File: src/hw/rtl/gha_ram.sv
// Generic single-write, single-read synchronous RAM with registered read data.
// No dependencies.
module gha_ram #(
  parameter int WIDTH = 8,
  parameter int DEPTH = 2
) (
  input  logic                     clk,
  input  logic                     we,
  input  logic [$clog2(DEPTH)-1:0] waddr,
  input  logic [WIDTH-1:0]         wdata,
  input  logic [$clog2(DEPTH)-1:0] raddr,
  output logic [WIDTH-1:0]         rdata
);

  logic [WIDTH-1:0] mem [DEPTH];

  always_ff @(posedge clk) begin
    if (we) begin
      mem[waddr] <= wdata;
    end
    rdata <= mem[raddr];
  end

endmodule

File: config.mk
export PLATFORM = sky130hd
export DESIGN_NAME = gha_ram
export DESIGN_NICKNAME = d
export VERILOG_FILES = /design/src/hw/rtl/gha_ram.sv
export SDC_FILE = /design/constraint.sdc
export NUM_CORES = 1
export LEC_CHECK = 0
export BUFFER_PORTS_ARGS = -buffer_cell sky130_fd_sc_hd__clkbuf_2
export CAP_MARGIN = 20
export CORE_MARGIN = 2
export CORE_UTILIZATION = 35
export DETAILED_ROUTE_END_ITERATION = 10
export PLACE_DENSITY = 0.59
export SYNTH_ARGS = -nofsm -noshare
export SYNTH_HDL_FRONTEND = slang
export SYNTH_SLANG_ARGS = --single-unit
File: constraint.sdc
create_clock -name clk -period 1.4 [get_ports clk]
set_clock_uncertainty 0.05 [all_clocks]
set_input_delay 0.28 -clock clk [delete_from_list [all_inputs] [get_ports clk]]
set_output_delay 0.28 -clock clk [all_outputs]
set_load 0.01 [all_outputs]
# Word-level counts from Yosys, hierarchy flattened
# Memory sizes are Yosys's and may differ from the RTL's. A register that Yosys moved wholly into a read port is not among the register bits.
# Index checks and enable logic that the tools add are counted.
[word_totals] reg_bits=0 input_bits=12 mem_bits_rw=16 output_inout_bits=8 memories=1
[classes] muxes=2
[mem_list] memory="mem" depth=2 word_bits=8 rd=1 rd_clocked_by_memory_dff=1 wr=1 line_no="15" text="logic [WIDTH-1:0] mem [DEPTH];"
[op_table] operator="$mux 1" n=2

# Logic depth before layout (Yosys ltp)
[logic_depth] ltp_word=2 ltp_mapped=2

# Worst setup path before layout
# Ideal clock, no wire load.
[synth_path] kind="input to register" start="input we" end="memory mem[0][0], enable pin" t_arrival_ns=0.700 path_buffers=0 slack_ns=0.277 path_stages=1 setup_time_ns=0.373 path_cell_list="nor2b_1"
[synth_via] elab_chain_cells=2
[synth_lines] element="start, declared" line_no="8" text="input logic we,"
[synth_lines] element="$mux 1" line_no="18" text="if (we) begin"
[synth_lines] element="$mux 1 (not written as such)" line_no="19" text="mem[waddr] <= wdata;"
[synth_lines] element="end, declared" line_no="15"
# No other way between the ends.

# Worst setup path after layout
[layout_path] start="register rdata[2] (read register of mem)" end="output rdata[2]"
[layout_rtl] element="start, declared" line_no="12" text="output logic [WIDTH-1:0] rdata"
# No word-level cell between the ends.

==> flow_results.org <==
** Outcome
- Status :: finished clean

** Worst setup path
- The signal on the critical path passes through clkbuf_2.
- Setup crit start kind :: flop
- Of all nets on the critical path, the largest fanout is 1.
- The worst setup path is of the reg2out kind.
- Data on the critical path is required at its endpoint by 1.07 ns.
- On the critical path the largest part of the delay comes from flip-flops.
- STA classifies the critical path endpoint as an output port.
- Together, buffers and inverters on the worst path number 1.
- Crit path largest cell delay :: 0.34 ns
- Crit path arrival time :: 0.76 ns
- Slowest cell on the critical path :: sky130_fd_sc_hd__dfxtp_1

** Logic synthesis
- The synthesized design contains 24 register bits.
- Of the post-synthesis cell area, the dominant cell type holds 0.612.
- Summed instance area of the synthesized netlist :: 785 sq um
- Count of mapped cells out of synthesis :: 35
- During synthesis, Yosys emitted a total of 0 warnings.
- Ranked by instance count, the synthesized netlist is headed by sky130_fd_sc_hd__edfxtp_1, sky130_fd_sc_hd__dfxtp_1, sky130_fd_sc_hd__mux2_4.
- The most common cell in the synthesized netlist is sky130_fd_sc_hd__edfxtp_1.
- Cell types occupying the most area after synthesis :: sky130_fd_sc_hd__edfxtp_1, sky130_fd_sc_hd__dfxtp_1, sky130_fd_sc_hd__mux2_4
- A synthesized cell averages 22.4 sq um.
- Number of synthesized flops with an enable pin :: 16
- Sequential area share after synthesis :: 0.817
- Post-synthesis cell type with the largest combined area :: sky130_fd_sc_hd__edfxtp_1
- Number of unique standard cell types used by synthesis :: 6
- Mapped Nets :: 47
- Most instantiated flip-flop cell in the synthesis netlist :: sky130_fd_sc_hd__edfxtp_1
- Asr flop ratio synth :: 0

** Drt
- In the final routed layout, each cell accounts on average for 10.4 um.
- The first routing iteration left 2 violations.
- Number of vias after detailed routing :: 354
- Aggregate routed wire length :: 897 um
- After detailed routing, the number of vias per cell comes to 4.12.
- Post-route DRC violation count :: 0
- Number of antenna-violating nets in the routed design :: 0
- DRT Pass-1 Iters :: 3

** Clocking
- Clock tree from TritonCTS :: built
- Counting along the longest clock path gives a buffer depth of 2.
- Sinks on the clock net :: 24
- CTS Buf Count :: 3
- CTS built an H-tree with a depth of 1.
- At the later pin of the worst-skew pair, clock insertion delay measures 0.30 ns.
- In this run, post-CTS hold repair placed 0 buffers.
- After clock tree synthesis, the clock-pin slew on the worst setup and hold paths is 0.13 ns.
- In this run, post-CTS repair resized a total of 0 instances.
- Buffers added to address setup during post-CTS repair amount to 0.
- Library cell used as clock root buffer :: sky130_fd_sc_hd__clkbuf_4

** Global routing
- Number of antenna violations at the first check in global routing :: 0
- Largest net degree at the start of global routing :: 15
- The first global-routing pass estimated 1410 um of wire.
- For this run the aggregate overflow at the end of global routing stands at 0.
- The number of global-route vias before repair was 328.
- Across every metal layer, demand over resource in global routing totals 0.0826.

** Die
- Area of the core region :: 0.00217 sq mm
- Top-Level Pins :: 20
- Count of standard-cell rows :: 17
- Die Span X :: 51.3 um
- The initial utilization of the core area, before any placement, comes to 0.362.
- Overall die area :: 0.00264 sq mm
- The floorplan step set the die height to 51.3 um.

** STA
- The number of failing hold endpoints at the final stage came to 0.
- Peak clock frequency supported by timing :: 916 MHz
- Final Max Slew Viols :: 0
- Period utilization :: 0.779
- Setup total negative slack on the finished layout was measured at 0 ns.
- For the finished layout, the period the worst path requires is 1.09 ns.
- Slew @ Worst Pin :: 0.369 ns
- Remaining max-slew budget at the tightest pin :: 0.754
- In the post-route analysis, the smallest setup slack over all paths is 0.309 ns.
- Setup repair after global routing left no endpoint under its margin.
- Setup violations remaining at the end of the flow were counted as 0.

** Finish
- The area growth from synthesis to layout is 22.8%.
- Share of final-layout standard cells stronger than drive strength 1 :: 0.552
- Final Net Count :: 71
- Fill cells in the final layout number 210.
- Antenna diode count :: 0

** Power
- Power density normalized to cell area :: 1460 mW/mm^2
- Peak VDD IR :: 0.747 mV
- Static leakage :: 0.400 nW

** Placed design
- Buffers placed on the I/O ports in this run total 19.
- Routability congestion estimate :: 0.673
- Before CTS, the worst setup slack after placement is 0.273 ns.

** Worst hold path
- The tightest min-delay check is of the in2reg type.

** Job
- Max-cap check violation count :: 0
stage by stage:
stage / hold slack [ns] / instance area [sq um] / power [mW] / std cells / utilization
final: 0.101 / 963 / 1.40 / 86 / 0.444
after global routing: 0.0705 / 963 / 1.47 / 86 / 0.444
after CTS: 0.0866 / 963 / 1.42 / 86 / 0.444
after detailed placement: 0.408 / 911 / 0.945 / 82 / 0.420
after global placement: 0.406 / 911 / 0.941 / 82 / 0.420
after floorplan: 0.329 / 785 / 0.899 / 35 / -
where the power goes:
group	switching (mW)	internal, mW	leakage (nW)	total (mW)
clock network	0.191	0.289	0.0279	0.480
registers	0.0120	0.811	0.218	0.823
logic	0.0433	0.0583	0.155	0.102
total	0.246	1.16	0.400	1.40
area by class of cell:
type	instances	area (sq um)	share of cell area
repair buffers	20	103	0.106
well taps	28	35.0	0.0364
multi-input cells	10	133	0.138
clock inverters	1	30.0	0.0312
flip-flops and latches	24	641	0.665
clock buffers	3	22.5	0.0234
logic make-up (layout without fill, tap and decap cells):
| logic type | Yosys count | in the layout | synth area share |
|---|---|---|---|
| buffers and inverters | 1 | 24 | 0.0144 |
| DFF | 24 | 24 | 0.817 |
| muxes | 8 | 8 | 0.153 |
| and+or+nand+nor | 2 | 2 | 0.0160 |
state kept, by name (all words and copies together), names as in the netlist:
signal	count
rdata	8
mem	16
worst paths after layout:
path	from	endpoint	slack, ns	depth (start not counted)
worst min register to register	mem[1][7]$_DFFE_PP_	rdata[7]$_DFF_P_	0.44	1
worst max register to register	mem[1][1]$_DFFE_PP_	rdata[1]$_DFF_P_	0.59	1
worst min-delay path	wdata[2]	mem[0][2]$_DFFE_PP_	0.10	1
worst max-delay path	rdata[2]$_DFF_P_	rdata[2]	0.31	1
routing by layer:
metal  track usage  wire length [um]
met3        0.0351                63
met5             0                 0
met1        0.0897               387
met2         0.126               435
met4        0.0658                10
cells in the final DEF, fill, tap and decap left out, drive strengths merged:
master	n
nor2b	1
clkbuf	22
buf	1
dfxtp	8
mux2	8
edfxtp	16
bufinv	1
and2	1
(Power assumes the default switching activity.)
